$ cat src/rtl/core/cmm_store.sv
`default_nettype none

// Matrix element store: one write port, one read port with registered data.
module cmm_store #(
  parameter int DEPTH  = 64,
  parameter int ADDR_W = 6,
  parameter int DATA_W = 32
) (
  input  wire logic              clk,
  input  wire logic              we,
  input  wire logic [ADDR_W-1:0] waddr,
  input  wire logic [DATA_W-1:0] wdata,
  input  wire logic [ADDR_W-1:0] raddr,
  output logic      [DATA_W-1:0] rdata
);

  logic [DATA_W-1:0] mem [0:DEPTH-1];

  // Write side.
  always_ff @(posedge clk) begin
    if (we) begin
      mem[waddr] <= wdata;
    end
  end

  // Read side, registered data.
  always_ff @(posedge clk) begin
    rdata <= mem[raddr];
  end

endmodule

`default_nettype wire

$ cat config.mk
export PLATFORM = sky130hd
export DESIGN_NAME = cmm_store
export DESIGN_NICKNAME = d
export VERILOG_FILES = /design/src/rtl/core/cmm_store.sv
export SDC_FILE = /design/constraint.sdc
export NUM_CORES = 2
export LEC_CHECK = 0
export BUFFER_PORTS_ARGS = -buffer_cell sky130_fd_sc_hd__buf_2
export CORE_ASPECT_RATIO = 0.6
export CORE_MARGIN = 5
export CORE_UTILIZATION = 45
export CTS_CLUSTER_DIAMETER = 80
export DETAILED_ROUTE_END_ITERATION = 10
export GPL_ROUTABILITY_DRIVEN = 0
export PLACE_DENSITY = 0.64
export SETUP_SLACK_MARGIN = 0.05
export SYNTH_ARGS = -nofsm -noshare
export SYNTH_HDL_FRONTEND = slang
export SYNTH_SLANG_ARGS = --single-unit
$ cat constraint.sdc
create_clock -name clk -period 4.56 [get_ports clk]
set_clock_uncertainty 0.05 [all_clocks]
set_input_delay 0 -clock clk [delete_from_list [all_inputs] [get_ports clk]]
set_output_delay 0 -clock clk [all_outputs]
set_load 0.005 [all_outputs]
# == After elaboration in Yosys (flattened, before gate mapping) ==
# Memory sizes are Yosys's and may differ from the RTL's. A register that Yosys moved wholly into a read port is not among the register bits.
# Index checks and enable logic that the tools add are counted.
# op_classes
n_mux,2
# ops
operator,n
1-bit two-way mux,2
# totals
register_bits,0
ram_bits,2048
in_bits,46
memories,1
# mem_list
name,words,word_bits,rd,rd_clocked_by_memory_dff,wr,line_no,rtl
mem,64,32,1,1,1,17,logic [DATA_W-1:0] mem [0:DEPTH-1];

# == Depth between registers and ports, before layout ==
# depth
depth_word,2
depth_mapped,10
depth_no_buf,5

# == Worst setup path after synthesis ==
# OpenSTA, ideal clock, no wires.
# synth_timing
kind,input -> register
start,in waddr[3]
end,mem mem[48][0] (enable)
setup_ns,0.461
arrival_ns,2.699
path_slack_ns,1.350
path_stages,4
n_path_buf,1
path_cell_list,clkbuf_1 nor2b_1 nand4b_1 nor3_1
# synth_lines
item,line_no,rtl
"start, declared",11,"input wire logic [ADDR_W-1:0] waddr,"
"end, declared",17,
# No word-level cell before the write port.

# == Worst setup path in the final report ==
# layout_timing
start,in waddr[2]
end,mem mem[45][19] (enable)
# No word-level cell before the write port.

==> reports/results.tsv <==
stage	metric	value	unit
yosys	syn-mean-instance-area	23.6	um2
yosys	synth_warnings	0	
routing	drt_iter0_drc	5545	
timing	timing.final.crit_share	0.669	
timing	relSlewSlack	0.0182	
power	power_density	432	mW/mm2
run	maxCapViolations	0	
routing	dr_total_vias	37600	
critical_path	endpoint_kind	flip-flop	
cells_and_area	drive_gt1_frac	0.297	
critical_path	critPathRequiredTime	5010	ps
clocking	cts_setup_buffers	0	
cells_and_area	fin_nets	3665	
yosys	synth_top_area_share	0.783	
clocking	cts.htree.levels	4	
critical_path	cp.arrival	3500	ps
global_routing	grt.overflow.total	0	
yosys	async_flop_share	0	
routing	first_pass_iters	7	
die	die_w	549	um
timing	fmax	328	MHz
critical_path	start_kind	primary input	
die	coreArea	0.173	mm2
global_routing	grt_pass1_wl	294000	um
yosys	synthTopCellsByArea	edfxtp_1 78%, mux4_2 16%, mux2i_1 1.2%, dfxtp_1 0.82%, o22ai_1 0.67%	
placed_design	io_buffers	77	
power	ir_worst_vdd	0.337	mV
timing	fin_tns_setup	0	ps
power	power.share.combinational	0.053	
yosys	yosys.area.top_type	edfxtp_1	
die	dieArea	0.183	mm2
power	intPower	30.2	mW
placed_design	hpwl	122000	um
timing	slew_viol_final	0	
clocking	clock-sinks	2080	
yosys	ys_top_cells_by_count	2048 x edfxtp_1, 544 x mux4_2, 137 x nor2_1, 93 x mux2i_1, 84 x o22ai_1	
routing	route.detailed.drc	0	
yosys	synth-seq-area-share	0.791	
clocking	clock-root-buffer	clkbuf_16	
cells_and_area	fin_util	0.515	
power	swShare	0.214	
clocking	cts.clk_slew.worst_paths	60	ps
power	finalPower	38.4	mW
die	start_util	0.454	
timing	min_period	3050	ps
die	ios	78	
yosys	syn_nets	3370	
yosys	synth_ff_type	edfxtp_1	
cells_and_area	area_growth	13.4	%
timing	hold_viol_final	0	
routing	avgRoutedWirePerCell	34.3	um
timing	rsz0062_at_grt	no	
yosys	synth-edff-count	2048	
power	clkPwrFrac	0.393	
yosys	ys_types	34	
global_routing	grt_pass1_vias	37200	
global_routing	grt_antenna_before_repair	17	
clocking	cts_buffers	184	
placed_design	placed_cell_area	0.0829	mm2
power	p_leak	27.6	nW
critical_path	crit_fanout	22	
clocking	cts_tree	done	
yosys	syn_inst	3324	
die	die_h	334	um
clocking	clkLatencyLatePin	830	ps
clocking	cts_resized	0	
routing	ant_nets	0	
status	outcome	complete, no violations	
global_routing	grt_max_degree	83	
critical_path	worst-setup-path-type	primary input to flip-flop	
min_path	hold_path_class	primary input to flip-flop	
cells_and_area	post-route-cell-area	0.0890	mm2
yosys	ys_ff_latch	2080	
routing	drt-total-wl	210000	um
timing	setup_viol	0	
power	power_switching	8.23	mW
global_routing	grtUsageTotal	0.228	
timing	tightestPinTransition	1470	ps
power	seqPwrFrac	0.554	
die	rows	118	
routing	via_per_inst	6.16	
yosys	yosysMostFrequentCell	edfxtp_1	
clocking	clk_path_buf_depth	4	
yosys	syn_area	0.0785	mm2
-- path summary, 6_finish.rpt --
path                                   from     endpoint  slack [ps]  depth (start not counted)
worst min-delay path               raddr[1]    rdata[20]          30                          5
worst max-delay path               waddr[2]  mem[45][19]        1510                          6
worst max register to register  mem[63][26]    rdata[26]        1730                          4
worst min register to register  mem[28][17]    rdata[17]         710                          4
-- logic make-up after synthesis --
kind of cell	count (synthesis)	synth area share
DFF	2080	0.791
buffers and inverters	182	0.0113
AOI/OAI and AO/OA	202	0.0167
and+or+nand+nor	223	0.0127
muxes	637	0.168
-- repair_timing --
action	in CTS	in global routing
endpoints found under the hold margin	2213	0
endpoints found under the setup margin	0	0
hold buffers	40	0
-- per-stage QoR --
stage | std cells | hold slack (ps) | setup slack, ps
floorplan | 3324 | 48.9 | 1350
global placement | 5733 | 378 | 807
detailed placement | 5733 | 376 | 807
CTS | 6096 | 28.7 | 1640
global route | 6097 | 46.5 | 1340
finish | 6106 | 33.8 | 1510
-- worst max-delay path, cell delays in order --
cell and delay [ps]:
dlygate4sd3_1 580, buf_2 240, nor2b_1 220, nand3_1 740
nor2_4 1300, buf_4 400
-- cell usage in the layout, fill, tap and decap left out, types with 11 or more instances in the layout --
cell / count
clkbuf_16: 187
nor2_1: 75
clkinv_2: 34
edfxtp_1: 2048
dlygate4sd3_1: 40
clkinv_1: 30
mux2i_1: 93
clkbuf_1: 41
buf_4: 160
dfxtp_1: 32
o221ai_1: 27
buf_12: 14
mux4_2: 544
nand2_1: 26
a22oi_1: 12
nor2_4: 62
bufinv_16: 11
buf_2: 73
nor2b_1: 15
a21oi_1: 62
o22ai_1: 83
-- flip-flops by register name, indices dropped and copies added, names as in the netlist --
register,flops
mem,2048
rdata,32
-- cell type report --
type | instances | area [um2]
Antenna cell | 10 | 25.0
Fill cell | 13300 | 84000
Multi-Input combinational cell | 1062 | 16000
Tap cell | 2340 | 2930
Clock inverter | 86 | 718
Timing Repair Buffer | 291 | 2300
Clock buffer | 237 | 4960
Sequential cell | 2080 | 62100
-- layer usage --
| layer | GRT usage | wire [um] | vias to the layer above |
|---|---|---|---|
| met4 | 0.0419 | 3630 | 0 |
| met1 | 0.348 | 87100 | 20200 |
| met2 | 0.320 | 90300 | 2306 |
| met3 | 0.0797 | 28600 | 257 |
| li1 | - | - | 14800 |
| met5 | 0 | 0 | - |
-- power groups by stage --
stage | clock, mW | sequential (mW) | combinational (mW)
floorplan | 0 | 21.6 | 1.03
global placement | 0 | 21.7 | 1.97
detailed placement | 0 | 21.7 | 1.99
CTS | 15.3 | 21.3 | 2.03
global route | 16.2 | 21.3 | 2.15
finish | 15.1 | 21.3 | 2.03
Note: power is estimated with default switching activity, not from simulation.
