==> src/rtl/core/cmm_pkg.sv <==
`default_nettype none

package cmm_pkg;

  // Fixed widths of the interface fields.
  localparam int IDX_W = 3;
  localparam int DIM_W = 4;
  localparam int ACC_W = 36;

  // Command codes carried on the opcode port.
  typedef enum logic [1:0] {
    OP_LOAD_LEFT  = 2'd0,
    OP_LOAD_RIGHT = 2'd1,
    OP_COMPUTE    = 2'd2,
    OP_NONE       = 2'd3
  } opcode_t;

  // Configuration register indexes.
  localparam logic [1:0] CFG_ROWS  = 2'd0;
  localparam logic [1:0] CFG_INNER = 2'd1;
  localparam logic [1:0] CFG_COLS  = 2'd2;

  // Sequencer states.
  typedef enum logic {
    ST_IDLE,
    ST_RUN
  } state_t;

  // One multiply-accumulate step issued by the sequencer.
  typedef struct packed {
    logic             valid;
    logic             first;
    logic             last_k;
    logic             last_elem;
    logic [IDX_W-1:0] row;
    logic [IDX_W-1:0] col;
    logic [IDX_W-1:0] k;
  } step_t;

  // Highest loop index for a size register: zero counts as one and sizes
  // above the store dimension are cut to it.
  function automatic logic [IDX_W-1:0] dim_limit(input logic [DIM_W-1:0] d,
                                                 input logic [DIM_W-1:0] max_d);
    logic [DIM_W-1:0] c;
    begin
      if (d == '0) begin
        c = DIM_W'(1);
      end else if (d > max_d) begin
        c = max_d;
      end else begin
        c = d;
      end
      dim_limit = IDX_W'(c - DIM_W'(1));
    end
  endfunction

endpackage

`default_nettype wire

==> src/rtl/core/cmm_mac.sv <==
`default_nettype none

// Shared complex multiply-accumulate unit. The step tag arrives with the
// read addresses; operands arrive from the stores in the next cycle.
module cmm_mac #(
  parameter int ELEM_WIDTH = 16
) (
  input  wire logic                              clk,
  input  wire logic                              rst,
  input  wire cmm_pkg::step_t                    step,
  input  wire logic signed [ELEM_WIDTH-1:0]      a_re,
  input  wire logic signed [ELEM_WIDTH-1:0]      a_im,
  input  wire logic signed [ELEM_WIDTH-1:0]      b_re,
  input  wire logic signed [ELEM_WIDTH-1:0]      b_im,
  output logic                                   result_valid,
  output logic [cmm_pkg::IDX_W-1:0]              out_row,
  output logic [cmm_pkg::IDX_W-1:0]              out_col,
  output logic signed [cmm_pkg::ACC_W-1:0]       prod_real,
  output logic signed [cmm_pkg::ACC_W-1:0]       prod_imag,
  output logic                                   last
);

  localparam int PW = 2 * ELEM_WIDTH;
  localparam int AW = cmm_pkg::ACC_W;

  cmm_pkg::step_t         tag1, tag2;
  logic signed [PW-1:0]   p_rr, p_ii, p_ri, p_ir;
  logic signed [AW-1:0]   e_rr, e_ii, e_ri, e_ir;
  logic signed [AW-1:0]   acc_re, acc_im;
  logic signed [AW-1:0]   acc_re_next, acc_im_next;

  // Tag pipeline, aligned with read data and then with the products.
  always_ff @(posedge clk) begin
    if (rst) begin
      tag1 <= '0;
      tag2 <= '0;
    end else begin
      tag1 <= step;
      tag2 <= tag1;
    end
  end

  // Four partial products, registered.
  always_ff @(posedge clk) begin
    p_rr <= a_re * b_re;
    p_ii <= a_im * b_im;
    p_ri <= a_re * b_im;
    p_ir <= a_im * b_re;
  end

  // Bring the products to accumulator width; sums wrap at that width.
  generate
    if (PW >= AW) begin : g_trunc
      assign e_rr = p_rr[AW-1:0];
      assign e_ii = p_ii[AW-1:0];
      assign e_ri = p_ri[AW-1:0];
      assign e_ir = p_ir[AW-1:0];
    end else begin : g_sext
      assign e_rr = {{(AW-PW){p_rr[PW-1]}}, p_rr};
      assign e_ii = {{(AW-PW){p_ii[PW-1]}}, p_ii};
      assign e_ri = {{(AW-PW){p_ri[PW-1]}}, p_ri};
      assign e_ir = {{(AW-PW){p_ir[PW-1]}}, p_ir};
    end
  endgenerate

  // Accumulate; the first step of an element restarts from zero.
  always_comb begin
    acc_re_next = (tag2.first ? '0 : acc_re) + e_rr - e_ii;
    acc_im_next = (tag2.first ? '0 : acc_im) + e_ri + e_ir;
  end

  always_ff @(posedge clk) begin
    if (tag2.valid) begin
      acc_re <= acc_re_next;
      acc_im <= acc_im_next;
    end
  end

  // Result register: one strobe per finished product element.
  always_ff @(posedge clk) begin
    if (rst) begin
      result_valid <= 1'b0;
    end else begin
      result_valid <= tag2.valid && tag2.last_k;
    end
  end

  always_ff @(posedge clk) begin
    if (tag2.valid && tag2.last_k) begin
      out_row   <= tag2.row;
      out_col   <= tag2.col;
      prod_real <= acc_re_next;
      prod_imag <= acc_im_next;
      last      <= tag2.last_elem;
    end
  end

endmodule

`default_nettype wire

==> config.mk <==
export PLATFORM = sky130hd
export DESIGN_NAME = cmm_mac
export DESIGN_NICKNAME = d
export VERILOG_FILES = /design/src/rtl/core/cmm_pkg.sv /design/src/rtl/core/cmm_mac.sv
export SDC_FILE = /design/constraint.sdc
export NUM_CORES = 2
export LEC_CHECK = 0
export BUFFER_PORTS_ARGS = -buffer_cell sky130_fd_sc_hd__buf_2
export CORE_MARGIN = 3
export CORE_UTILIZATION = 65
export DETAILED_ROUTE_END_ITERATION = 10
export HOLD_SLACK_MARGIN = 0.05
export PLACE_DENSITY = 0.83
export SETUP_SLACK_MARGIN = 0.4
export SLEW_MARGIN = 20
export SYNTH_ARGS = -nofsm -noshare
export SYNTH_HDL_FRONTEND = slang
export SYNTH_SLANG_ARGS = --single-unit
==> constraint.sdc <==
create_clock -name clk -period 7.94 [get_ports clk]
set_input_delay 0 -clock clk [delete_from_list [all_inputs] [get_ports clk]]
set_output_delay 0 -clock clk [all_outputs]
set_load 0.01 [all_outputs]
* Yosys cells after proc, flatten, opt, wreduce, memory -nomap -nowiden
Cells that the tools add are included.
** Word-level totals
- Output and inout port bits :: 80
- Memories :: 0
- RAM bits :: 0
- Bits of input ports :: 79
- ROM bits :: 0
- Latch bits :: 0
- Bits in registers :: 300
- Logic and storage cells :: 35
** Operators by class
- Eq/ne operators :: 0
- Muxes and demuxes :: 2
- Divide/modulo/power cells :: 0
- Add/sub/neg operators :: 4
- Multipliers :: 4
- Reduce and logical (&&, ||, !) cells :: 1
- Bitwise operators :: 0
- Shift-type cells :: 0
- Order comparisons :: 0
** Operator list (number)
- $mul 16x16->32 :: 4
- $add 36x36->36 :: 3
- $mux 36 :: 2
- $sub 36x36->36 :: 1
- $logic_and 1x1->1 :: 1

* Logic depth before layout (Yosys ltp)
- Word-level depth :: 3
- Mapped depth :: 24
- Gate-level depth less buffers :: 22

* Least setup slack after synthesis
Ideal clock, no wire load.
- Path type :: input to register
- Start :: input port a_im[15]
- End :: register p_ir[31]
- Buffers on the path :: 1
- Setup slack :: 2120 ps
- Data arrival time :: 5693 ps
- Setup time :: 127 ps
- Stages on the path :: 21
- Required time :: 7813 ps
- Cells stage by stage :: clkbuf_1 -> nand2_1 -> inv_1 -> fa_1 -> fa_1 -> fa_1 -> fa_1 -> fa_1 -> inv_1 -> fa_1 -> inv_1 -> ha_1 -> nand2_1 -> nor4b_1 -> o211ai_1 -> nand2_1 -> nor4_1 -> or4_1 -> nand2_1 -> o41ai_1 -> xnor2_1
** On the way
- Word-level cells in the longest chain between the ends :: 1
** RTL lines
- start, declared :: line cmm_mac.sv:12 : input wire logic signed [ELEM_WIDTH-1:0] a_im,
- $mul 16x16->32 :: line cmm_mac.sv:48 : p_ir <= a_im * b_re;
- end signal, assigned :: line cmm_mac.sv:48
- end, declared :: line cmm_mac.sv:27 : logic signed [PW-1:0] p_rr, p_ii, p_ri, p_ir;
Every way passes these cells.
A chain may end at the register's enable or synchronous reset.

* Final worst setup path
- Start :: input port b_re[2]
- End :: register p_ir[31]
** On the way
- Word-level cells in the longest chain between the ends :: 1
** RTL lines
- start, declared :: line cmm_mac.sv:13 : input wire logic signed [ELEM_WIDTH-1:0] b_re,
- $mul 16x16->32 :: line cmm_mac.sv:48
Every way passes these cells.

==> impl_metrics.tcl <==
set metrics [dict create \
    outcome "completed" \
    max-clock-path-buffers 3 \
    layout_commonest_cell "inv_1" \
    io_buffers 155 \
    ctsResizeCount 0 \
    clk_latency_ps 580 \
    synth_flop_cell "edfxtp_1" \
    wl_met1_mm 46.10 \
    yosys.area.top_type_share 0.4274 \
    r2r_cells 15 \
    cts_buffers 37 \
    wl_met3_mm 8.063 \
    end_kind "flip-flop" \
    grt_max_degree 45 \
    coreArea_sq_um 79390 \
    areaGrowthSynthToFinish_pct 5.376 \
    synth.distinct_cells 69 \
    layout_common_cells "inv_1 (1260), fa_1 (1119), nand2_1 (517), and2_1 (504), ha_1 (400)" \
    post_drt_wl_per_cell_um 17.64 \
    multi_input_area_sq_um 39380 \
    synth_area_per_cell_sq_um 9.775 \
    nNetsFinal 6984 \
    synth_seq_cells 300 \
    dr_wl_met2_mm 55.35 \
    num_rows 103 \
    synth_top_cell_by_area "fa_1" \
    grt_pass1_wl_mm 195.7 \
    slew_violations 0 \
    critical_path_required_ps 8410 \
    syn_nets 6960 \
    vias 36165 \
    crit_type "input pin to flip-flop" \
    fill_cells 5843 \
    skew_ps 40.02 \
    rsz0062_at_grt "false" \
    maxUsedRoutingLayer "met5" \
    ys_warn_count 0 \
    routed_wirelength_mm 114.2 \
    viasPerCell 5.587 \
    max_stage_delay_ps 910 \
    crit_path_frequent_cell "fa_1" \
    post-route-worst-setup-slack_ps 1625 \
    syn_area_sq_um 52410 \
    cp_max_fo 32 \
    gp_congestion 0.9142 \
    seqCellArea_sq_um 7522 \
    layout-drive-gt1-share 0.04544 \
    hold_viol_final 0 \
    critPathSlowestCell "fa_1" \
    cts_sinks 300 \
    slew_headroom 0.3585 \
    track_usage 0.2860 \
    pre_cts_ws_ps 1122 \
    synth_edf_count 151 \
    max_slew.worst_pin.slew_ps 954.1 \
    worst-path-stages 21 \
    antenna_found_initial 11 \
    drt_iter0_markers 2559 \
    finalCritPeriodShare 0.7953 \
    dpl.hpwl_mm 87.97 \
    fp.dieW_um 290.0 \
    maxCapViolations 0 \
    finalSetupTns_ps 0 \
    initial_core_util 0.6602 \
    htree_num_levels 2 \
    cts_tree "built" \
    clk_pin_slew_ps 70 \
    async_reset_ff_frac 0 \
    crit_arrival_ps 6780 \
    start_kind "input pin" \
    finalSetupViolations 0 \
    ant_nets 0 \
    gr-total-overflow 0 \
    fp.dieArea_sq_um 84080 \
    seq_area_frac_synth 0.1434 \
    crit_buf_inv 4 \
    critical_path.cell_chain "buf_2 -> nand2_1 -> inv_1 -> fa_1 -> fa_1 -> fa_1 -> fa_1 -> fa_1 -> inv_1 -> fa_1 -> inv_1 -> ha_1 -> nand2_1 -> nor4b_1 -> o211ai_1 -> nand2_1 -> nor4_1 -> or4_1 -> nand2_1 -> o41ai_1 -> xnor2_1" \
    fp.dieH_um 290.0 \
    remaining_drc_errors 0 \
    hp-class "input pin to flip-flop" \
    critPathTopFamily "adder cells" \
    ios 159 \
    firstDrtPassIters 6 \
    synth_area_leaders "fa_1 (43%), ha_1 (9.5%), inv_1 (9.0%)" \
    hold_depth 3 \
    fin_crit_ps 6315 \
    grt_pass1_vias 39579 \
    clock.fmax_ghz 0.1584 \
    postSynthCellCount 5362 \
    clock-root-buffer "clkbuf_16" \
]
cells in the mapped netlist, types with 4 or more instances:
master / instances
clkbuf_1: 208
a221o_1: 4
xor2_1: 43
o21ai_0: 65
a21o_1: 78
and2_1: 505
fa_1: 1119
nand2_1: 517
a2111oi_0: 4
nor2_1: 130
a211oi_1: 16
a21boi_0: 4
nor3_1: 28
nand2b_1: 71
ha_1: 400
o21a_1: 32
o31ai_1: 9
or3_1: 8
o2111ai_1: 4
nor2b_1: 72
a31o_2: 6
inv_1: 1260
or2_2: 9
edfxtp_1: 151
o211ai_1: 10
nand4_1: 11
a211o_1: 7
a31oi_1: 15
o21bai_1: 22
xnor2_1: 163
nand3_1: 26
and3_1: 19
dfxtp_1: 149
a21oi_1: 142
timing repair:
action,in CTS,in global routing
hold buffers,25,0
endpoints found under the hold margin,25,0
buffers inserted,0,0
tightest hold or removal path, stage by stage:
cell and delay [ps]:
buf_2 310, and2_1 190, ha_1 140
metrics by stage:
step             util  area [sq um]  cells  hold slack, ps
2_1_floorplan       -         52410   5362           71.61
3_3_place_gp   0.6781         53830   6372           209.7
3_5_place_dp   0.6781         53830   6372           213.0
4_1_cts        0.6955         55210   6464           87.89
5_1_grt        0.6956         55220   6468           144.2
6_report       0.6957         55230   6473           112.1
final timing paths:
path                             from  slack [ps]              endpoint
setup / recovery              b_re[2]        1630      p_ir[31]$_DFF_P_
hold reg to reg    tag2[4]$_SDFF_PP0_         410  out_col[1]$_DFFE_PP_
setup reg to reg  tag2[11]$_SDFF_PP0_        2630  acc_im[25]$_DFFE_PP_
hold / removal                b_re[1]         110       p_ir[1]$_DFF_P_
cell type report:
type | instances | area share
multi-input combinational | 3592 | 0.7130
sequential | 300 | 0.1362
inverter | 1260 | 0.08563
tap | 1050 | 0.02379
timing repair buffer | 195 | 0.02061
clock buffer | 53 | 0.01842
clock inverter | 14 | 0.001948
antenna | 9 | 0.0004078
registers in the layout, summed over array words and instances, names as in the netlist:
signal and count:
prod_imag 36, out_row 3, acc_re 36, tag1 10, out_col 3, last 1, p_ri 32, result_valid 1
tag2 10, prod_real 36, p_ii 32, p_ir 32, p_rr 32, acc_im 36
metal layers:
layer,global-route usage,vias to the layer above
met4,0.1038,8
li1,-,16098
met2,0.4749,1287
met1,0.3853,18530
met5,0,-
met3,0.04424,242
cells by family (layout without fill, tap and decap cells):
logic type,count (synthesis),after routing,share of synthesized area
AND/OR/NAND/NOR,1409,1409,0.1363
buffers and inverters,1470,1522,0.1053
adder cells (fa/ha/maj),1519,1519,0.5229
flip-flops,300,300,0.1434
other,0,9,0
XOR/XNOR,206,206,0.03442
AO/OA/AOI/OAI,458,458,0.05767
Power is left out: the tool's default activity adds up to more than one toggle a clock period on the data nets, which glitch-free logic cannot reach.
