<file path="src/rtl/core/cmm_pkg.sv">
`default_nettype none

package cmm_pkg;

  // Fixed widths of the interface fields.
  localparam int IDX_W = 3;
  localparam int DIM_W = 4;
  localparam int ACC_W = 36;

  // Command codes carried on the opcode port.
  typedef enum logic [1:0] {
    OP_LOAD_LEFT  = 2'd0,
    OP_LOAD_RIGHT = 2'd1,
    OP_COMPUTE    = 2'd2,
    OP_NONE       = 2'd3
  } opcode_t;

  // Configuration register indexes.
  localparam logic [1:0] CFG_ROWS  = 2'd0;
  localparam logic [1:0] CFG_INNER = 2'd1;
  localparam logic [1:0] CFG_COLS  = 2'd2;

  // Sequencer states.
  typedef enum logic {
    ST_IDLE,
    ST_RUN
  } state_t;

  // One multiply-accumulate step issued by the sequencer.
  typedef struct packed {
    logic             valid;
    logic             first;
    logic             last_k;
    logic             last_elem;
    logic [IDX_W-1:0] row;
    logic [IDX_W-1:0] col;
    logic [IDX_W-1:0] k;
  } step_t;

  // Highest loop index for a size register: zero counts as one and sizes
  // above the store dimension are cut to it.
  function automatic logic [IDX_W-1:0] dim_limit(input logic [DIM_W-1:0] d,
                                                 input logic [DIM_W-1:0] max_d);
    logic [DIM_W-1:0] c;
    begin
      if (d == '0) begin
        c = DIM_W'(1);
      end else if (d > max_d) begin
        c = max_d;
      end else begin
        c = d;
      end
      dim_limit = IDX_W'(c - DIM_W'(1));
    end
  endfunction

endpackage

`default_nettype wire

</file>
<file path="src/rtl/core/cmm_seq.sv">
`default_nettype none

// Step sequencer: walks row, column and inner index of one product and
// issues one multiply-accumulate step per cycle.
module cmm_seq (
  input  wire logic                       clk,
  input  wire logic                       rst,
  input  wire logic                       go,
  input  wire logic [cmm_pkg::IDX_W-1:0]  row_lim,
  input  wire logic [cmm_pkg::IDX_W-1:0]  inner_lim,
  input  wire logic [cmm_pkg::IDX_W-1:0]  col_lim,
  output logic                            busy,
  output cmm_pkg::step_t                  step
);

  cmm_pkg::state_t            state, state_next;
  logic [cmm_pkg::IDX_W-1:0]  row, row_next;
  logic [cmm_pkg::IDX_W-1:0]  col, col_next;
  logic [cmm_pkg::IDX_W-1:0]  k, k_next;

  // State and loop counters.
  always_ff @(posedge clk) begin
    if (rst) begin
      state <= cmm_pkg::ST_IDLE;
      row   <= '0;
      col   <= '0;
      k     <= '0;
    end else begin
      state <= state_next;
      row   <= row_next;
      col   <= col_next;
      k     <= k_next;
    end
  end

  // Next state, counter advance and the issued step.
  always_comb begin
    state_next     = state;
    row_next       = row;
    col_next       = col;
    k_next         = k;
    busy           = 1'b0;
    step.valid     = 1'b0;
    step.first     = (k == '0);
    step.last_k    = (k == inner_lim);
    step.last_elem = (row == row_lim) && (col == col_lim);
    step.row       = row;
    step.col       = col;
    step.k         = k;
    case (state)
      cmm_pkg::ST_IDLE: begin
        if (go) begin
          row_next   = '0;
          col_next   = '0;
          k_next     = '0;
          state_next = cmm_pkg::ST_RUN;
        end
      end
      cmm_pkg::ST_RUN: begin
        busy       = 1'b1;
        step.valid = 1'b1;
        if (k != inner_lim) begin
          k_next = k + 1'b1;
        end else begin
          k_next = '0;
          if (col != col_lim) begin
            col_next = col + 1'b1;
          end else begin
            col_next = '0;
            if (row != row_lim) begin
              row_next = row + 1'b1;
            end else begin
              row_next   = '0;
              state_next = cmm_pkg::ST_IDLE;
            end
          end
        end
      end
      default: begin
        state_next = cmm_pkg::ST_IDLE;
      end
    endcase
  end

endmodule

`default_nettype wire

</file>
<file path="config.mk">
export PLATFORM = sky130hd
export DESIGN_NAME = cmm_seq
export DESIGN_NICKNAME = d
export VERILOG_FILES = /design/src/rtl/core/cmm_pkg.sv /design/src/rtl/core/cmm_seq.sv
export SDC_FILE = /design/constraint.sdc
export NUM_CORES = 1
export LEC_CHECK = 0
export BUFFER_PORTS_ARGS = -buffer_cell sky130_fd_sc_hd__buf_2
export CAP_MARGIN = 15
export CORE_AREA = 2 2 39 41
export CTS_CLUSTER_DIAMETER = 100
export DETAILED_ROUTE_END_ITERATION = 10
export DIE_AREA = 0 0 41 43
export GPL_TIMING_DRIVEN = 0
export PLACE_DENSITY = 0.79
export SYNTH_ARGS = -nofsm -noshare
export SYNTH_HDL_FRONTEND = slang
export SYNTH_SLANG_ARGS = --single-unit
</file>
<file path="constraint.sdc">
create_clock -name clk -period 1.8 [get_ports clk]
set_input_delay 0.36 -clock clk [delete_from_list [all_inputs] [get_ports clk]]
set_output_delay 0.36 -clock clk [all_outputs]
set_load 0.01 [all_outputs]
</file>
After elaboration in Yosys (flattened, before gate mapping)

Cells that the tools add are included.

Multiplexer cells: 16
Bitwise logic cells: 1
Reduce and logical (&&, ||, !) cells: 4
Equal/unequal tests: 9
$add $sub $neg: 3

Operator list:

| kind                                          | count |
|---|---|
| two-way mux 3 bit                             | 7 |
| one-hot mux 3 bit (2 select lines)            | 3 |
| adder 3 x 1 -> 3 bit (second input constant)  | 3 |
| equality test 3 bit                           | 3 |
| inequality test 3 bit                         | 3 |
| inequality test 2 bit (second input constant) | 3 |
| two-way mux 1 bit                             | 5 |
| logical NOT 3 bit                             | 1 |
| AND reduction 3 bit                           | 1 |
| one-hot mux 1 bit (2 select lines)            | 1 |
| AND reduction 2 bit                           | 1 |
| logical AND 1 bit                             | 1 |
| inverter 1 bit                                | 1 |

Word-level logic and storage cells: 37
Flip-flop bits (word level): 10
Input port bits: 12

Depth between registers and ports, before layout

Gate-level depths: netlist of run 1.

Depth in word-level cells: 5
Gate-level depth with buffers: 6
Depth with buffers taken out: 5

Least setup slack after synthesis of run 1

OpenSTA, ideal clock, no wires.

Path type: reg2out
Start point: register col[0] (netlist bit)
End point: output step[9] (netlist bit)
Data arrival time: 912 ps
Buffers on the path: 0
Setup slack: 528 ps
Cell stages (with the launch flop): 4
Path through: dfxtp_1 -> xnor2_1 -> nand3_1 -> nor2_1

RTL lines:

| element                | line          | source |
|---|---|---|
| start, declared        | cmm_seq.sv:18 | `logic [cmm_pkg::IDX_W-1:0] col, col_next;` |
| start signal, assigned | cmm_seq.sv:31 | `col <= col_next;` |
| end, declared          | cmm_seq.sv:13 | `output cmm_pkg::step_t step` |

==> qor.yml, run 1 <==
status: "completed"
yosysSeqAreaShare_pct: 31.68
die_w_um: 41
routed-via-count: 592
routedWlPerCell_um: 10.74
crit_required_ps: 1440
clockBufferDepth: 2
synthArstFlopShare_pct: 0
drt_wl_total_mm: 1.235
place.gp.congestion: 0.7492
yosys.area_share.simple_pct: 23.37
drive_above_1_share_pct: 36.36
synth.mux.area_fraction_pct: 3.168
worst_hold_path_type: "input port to flip-flop"
initial_core_util_pct: 45.66
die_h_um: 43
synth-compound-area-share_pct: 14.06
core_um2: 1384
grt_pass1_vias: 492
rsz0062_at_grt: "no"
h-tree-depth: 1
grt_pass1_wl_mm: 1.911
final_common_cell: "buf_2"
antenna_cells: 0
final_cell_mix: "buf_2, dfxtp_1, xnor2_1"
synth_nets: 87
yosysWarnings: 0
syn_area_um2: 631.9
gr-total-overflow: 0
root_buffer: "clkbuf_4"
final_antenna_net_count: 0
drtIter0Drc: 9
layout.nets: 117
grtUsageTotal_pct: 15.76
slew_headroom_pct: 72.81
crit_type: "flip-flop to output port"
finClkSkew_ps: 3.998
fillers: 124
clock_latency_ps: 270
syn_inst: 71
fmax_ghz: 0.6137
worst_r2r_path_depth: 5
hpwl_um: 988.3
dieArea_um2: 1763
synth.distinct_cells: 31
final_core_util_pct: 57.78
cts.sinks: 10
cts_tree: "yes"
synthFlopType: "dfxtp_1"
cts_resized: 0
syn_to_final_growth_pct: 26.53
synth_xor_area_share_pct: 12.48
power_density_nw_per_um2: 605.3
timing.max_cap.violations: 0
antenna_found_initial: 0
worst_pin_slew_ps: 407.9
synth_top_family_by_area: "simple AND/OR/NAND/NOR gates"
synth-adder-area-share_pct: 7.921
postCtsSetupBuffers: 0
p_leak_nw: 0.3680
grt_max_degree: 11
first_pass_iters: 3
hold_violations: 0
worst-path-max-fanout: 4
setup_slack_ps: 170.4
crit_path_start_kind: "flip-flop"
whs_ps: 400.9
io_buffers: 25
synth_edf_count: 0
period_share_pct: 90.53
fin_crit_ps: 1630
endpoint_kind: "output port"
worstPathArrival_ps: 1270
finalPower_mw: 0.4839
drc_errors: 0
final.setup.tns_ps: 0
ys_ff_latch: 10
drt-vias-per-instance: 5.148
cts.hold.buffers_added: 0
clkSlewWorstSetupHoldPaths_ps: 60
setup_violations: 0
timing.final.max_slew_violations: 0
numCtsBuffers: 3
synth_area_per_cell_um2: 8.899
rows: 14
dp_slack_ps: 333.2
vdd_drop_max_mv: 0.4018
holdPathStages: 3
ioPinCount: 26
-- critical path, stage by stage (launching register included) --
cell	delay (ps)
dfxtp_1	410
xnor2_1	140
nand3_1	150
nor2_1	160
buf_2	150
-- power by group --
group	internal, mW	switching [mW]
Combinational	0.0510	0.0482
Clock	0.0772	0.0744
Sequential	0.227	0.00594
-- state kept, by name (all words and copies together) (netlist names) --
register	count
row	3
k	3
state	1
col	3
-- cell type report --
cell class / count / area, um2 / share of cell area (%)
multi-input combinational: 52 / 385.4 / 48.20
inverter: 5 / 18.77 / 2.347
buffer: 4 / 27.53 / 3.443
clock buffer: 3 / 22.52 / 2.817
sequential: 10 / 200.2 / 25.04
tap: 16 / 20.02 / 2.504
timing repair buffer: 25 / 125.1 / 15.65
-- cells in the mapped netlist, types with 2 or more instances --
| master | instances | area share [%] |
|---|---|---|
| nor2_1 | 6 | 3.6 |
| ha_1 | 4 | 7.9 |
| dfxtp_1 | 10 | 32 |
| nand2b_1 | 2 | 2.0 |
| nand3b_1 | 3 | 3.6 |
| xnor2_1 | 9 | 12 |
| o21ai_0 | 2 | 1.6 |
| inv_1 | 5 | 3.0 |
| nand4_1 | 2 | 2.0 |
| mux2i_1 | 2 | 3.2 |
| and2b_2 | 2 | 2.8 |
| nand3_1 | 3 | 2.4 |
| nand2_1 | 3 | 1.8 |
-- logic make-up (layout without fill, tap and decap cells) --
logic type                 Yosys count  count (layout)
AOI/OAI and AO/OA                   12              12
xor gates and xnor gates             9               9
adders and majority gates            4               4
buffers and inverters                9              37
DFF                                 10              10
muxes                                2               2
and+or+nand+nor                     25              25
-- final timing paths --
kind | start | endpoint | slack, ps
worst max-delay path | col[0] | step[9] | 170
worst min register to register | row[0] | row[0] | 510
worst min-delay path | go | k[1] | 400
worst max register to register | k[2] | row[2] | 420
-- metrics by stage --
| stage | std cells | instance area [um2] |
|---|---|---|
| after floorplan | 71 | 631.9 |
| after global placement | 112 | 777.0 |
| after detailed placement | 112 | 777.0 |
| after CTS | 115 | 799.5 |
| after global routing | 115 | 799.5 |
| final | 115 | 799.5 |
-- metal layers --
| metal | track usage, % | vias to the layer above | share of wire, % |
|---|---|---|---|
| met5 | 0 | - | 0 |
| met4 | 10.00 | 0 | 2.9 |
| met3 | 3.141 | 5 | 6.1 |
| met2 | 22.50 | 20 | 46 |
| met1 | 20.66 | 263 | 45 |
| li1 | - | 304 | - |
Note: power is estimated with default switching activity, not from simulation.
==> run 2: changes to the inputs <==
- ABC_AREA: not set -> 1
- CORE_AREA: 2 2 39 41 -> 2 2 40 42
- DIE_AREA: 0 0 41 43 -> 0 0 42 44
==> run 2 against run 1 <==
Cell area up 7.5%. Hold slack worse by 63 ps. Cell count up 18%.
==> qor.yml, run 2 <==
routedWlPerCell_um: 10.36  # was 10.74 um
dp_cells: 132  # was 112
gr-total-overflow: 0  # unchanged
final_common_cell: "buf_2"  # unchanged
die_h_um: 44  # was 43 um
drtIter0Drc: 7  # was 9
synth.distinct_cells: 21  # was 31
dieArea_um2: 1848  # was 1763 um2
worst_pin_slew_ps: 308.5  # was 407.9 ps
status: "completed"  # unchanged
p_leak_nw: 0.4535  # was 0.3680 nW
hpwl_mm: 1.128  # was 988.3 um
root_buffer: "clkbuf_4"  # unchanged
yosysWarnings: 0  # unchanged
die_w_um: 42  # was 41 um
fin_crit_ps: 1625  # was 1630 ps
core_um2: 1419  # was 1384 um2
final_cell_mix: "buf_2, nand2_1, inv_1"  # was buf_2, dfxtp_1, xnor2_1
grt_pass1_wl_mm: 2.311  # was 1.911 mm
first_pass_iters: 2  # was 3
routed-via-count: 671  # was 592
grtUsageTotal_pct: 16.42  # was 15.76%
period_share_pct: 90.29  # was 90.53%
hold_violations: 0  # unchanged
io_buffers: 25  # unchanged
grt_max_degree: 9  # was 11
clock_latency_ps: 270  # about the same
synth_top_cell_by_area: "dfxtp_1"  # unchanged
worst_hold_path_type: "input port to flip-flop"  # unchanged
synthTopCellsByArea: "dfxtp_1, nand2_1, xnor2_1"  # was dfxtp_1, xnor2_1, ha_1
drive_above_1_share_pct: 34.17  # was 36.36%
synth_edf_count: 0  # unchanged
yosysTopAreaCellShare_pct: 29.52  # was 31.68%
finClkSkew_ps: 9.352  # was 3.998 ps
synth_nets: 107  # was 87
h-tree-depth: 1  # unchanged
worstPathArrival_ps: 1270  # about the same
met3_length_um: 66  # was 75 um
syn_area_um2: 678.2  # was 631.9 um2
met2_length_um: 692  # was 570 um
postCtsSetupBuffers: 0  # unchanged
endpoint_kind: "output port"  # unchanged
ys_ff_latch: 10  # unchanged
fillers: 136  # was 124
crit_type: "flip-flop to output port"  # unchanged
vdd_drop_max_mv: 0.4591  # was 0.4018 mV
power_density_nw_per_um2: 660.7  # was 605.3 nW/um2
ioPinCount: 26  # unchanged
cts.hold.buffers_added: 0  # unchanged
timing.max_cap.violations: 0  # unchanged
drt-vias-per-instance: 4.934  # was 5.148
cts_tree: "yes"  # unchanged
slew_headroom_pct: 79.40  # was 72.81%
clkSlewWorstSetupHoldPaths_ps: 80  # was 60 ps
initial_core_util_pct: 47.80  # was 45.66%
layout.nets: 137  # was 117
cts_resized: 0  # unchanged
drt_wl_total_mm: 1.409  # was 1.235 mm
synth.most_common_cell: "nand2_1"  # was dfxtp_1
syn_to_final_growth_pct: 26.75  # was 26.53%
top_regs: "col (3), k (3), row (3)"  # unchanged
synthFlopType: "dfxtp_1"  # unchanged
yosysSeqAreaShare_pct: 29.52  # was 31.68%
rsz0062_at_grt: "no"  # unchanged
worst-path-max-fanout: 5  # was 4
multi_input_area_um2: 425.4  # was 385.4 um2
final_antenna_net_count: 0  # unchanged
synth_common_cells: "nand2_1, inv_1, dfxtp_1"  # was dfxtp_1, xnor2_1, nor2_1
drc_errors: 0  # unchanged
clockBufferDepth: 2  # unchanged
ff_latch_area_um2: 200.2  # unchanged
setup_violations: 0  # unchanged
final_cell_count_no_fill: 136  # was 115
timing.final.max_slew_violations: 0  # unchanged
antenna_found_initial: 0  # unchanged
place.gp.congestion: 0.7484  # was 0.7492
synth_area_per_cell_um2: 7.452  # was 8.899 um2
synthArstFlopShare_pct: 0  # unchanged
final.setup.tns_ps: 0  # unchanged
met1Wirelength_um: 637  # was 553 um
antenna_cells: 0  # unchanged
numCtsBuffers: 3  # unchanged
syn_inst: 91  # was 71
fmax_ghz: 0.6153  # was 0.6137 GHz
grt_pass1_vias: 576  # was 492
highest_layer: "met4"  # unchanged
cts.sinks: 10  # unchanged
crit_required_ps: 1440  # about the same
crit_path_start_kind: "flip-flop"  # unchanged
rows: 14  # unchanged
run 2: power breakdown:
group	leakage, nW	total (mW)	internal [mW]	switching [mW]
Sequential	0.0815	0.243	0.230	0.0135
Combinational	0.351	0.121	0.0532	0.0677
Clock	0.0210	0.204	0.123	0.0810
Total	0.453	0.568	0.406	0.162
run 2: logic make-up after synthesis:
family | Yosys count | share of synthesized area (%)
and+or+nand+nor | 46 | 35.98
buffers and inverters | 13 | 7.749
DFF | 10 | 29.52
AOI/OAI and AO/OA | 9 | 6.642
xor gates and xnor gates | 9 | 12.73
adders and majority gates | 4 | 7.380
run 2: worst paths after layout:
path	start	end	slack, ps	cells past startpoint
max reg2reg	k[1]	row[1]	560	6
max	row[0]	step[9]	170	4
min reg2reg	k[0]	k[0]	540	2
min	rst	col[1]	340	2
run 2: routing by layer:
metal / vias to the layer above / track usage (%)
met4: 0 / 7.742
met5: - / 0
li1: 348 / -
met2: 18 / 27.19
met3: 2 / 2.500
met1: 303 / 21.01
run 2: layout make-up:
class	count	share of cell area, %
timing repair buffer	25	14.56
clock buffer	4	4.221
buffer	1	0.8734
inverter	12	5.240
multi-input combinational	68	49.49
sequential	10	23.29
tap	16	2.329
run 2: worst max-delay path, stage by stage, from the launching register on:
cell	delay [ps]
dfxtp_1	410
xnor2_1	140
nand3_1	190
nor2_1	120
buf_2	140
run 2: through the flow:
step	utilization [%]	total power [mW]	area (um2)	setup WS (ps)	hold slack, ps
6_report	60.58	0.5679	859.6	174.8	337.8
5_1_grt	60.58	0.5984	859.6	94.97	336.7
3_5_place_dp	58.02	0.3698	823.3	406.7	536.7
3_3_place_gp	58.02	0.3661	823.3	392.3	523.0
4_1_cts	60.58	0.5695	859.6	178.2	337.2
2_1_floorplan	-	0.3274	678.2	524.0	429.1
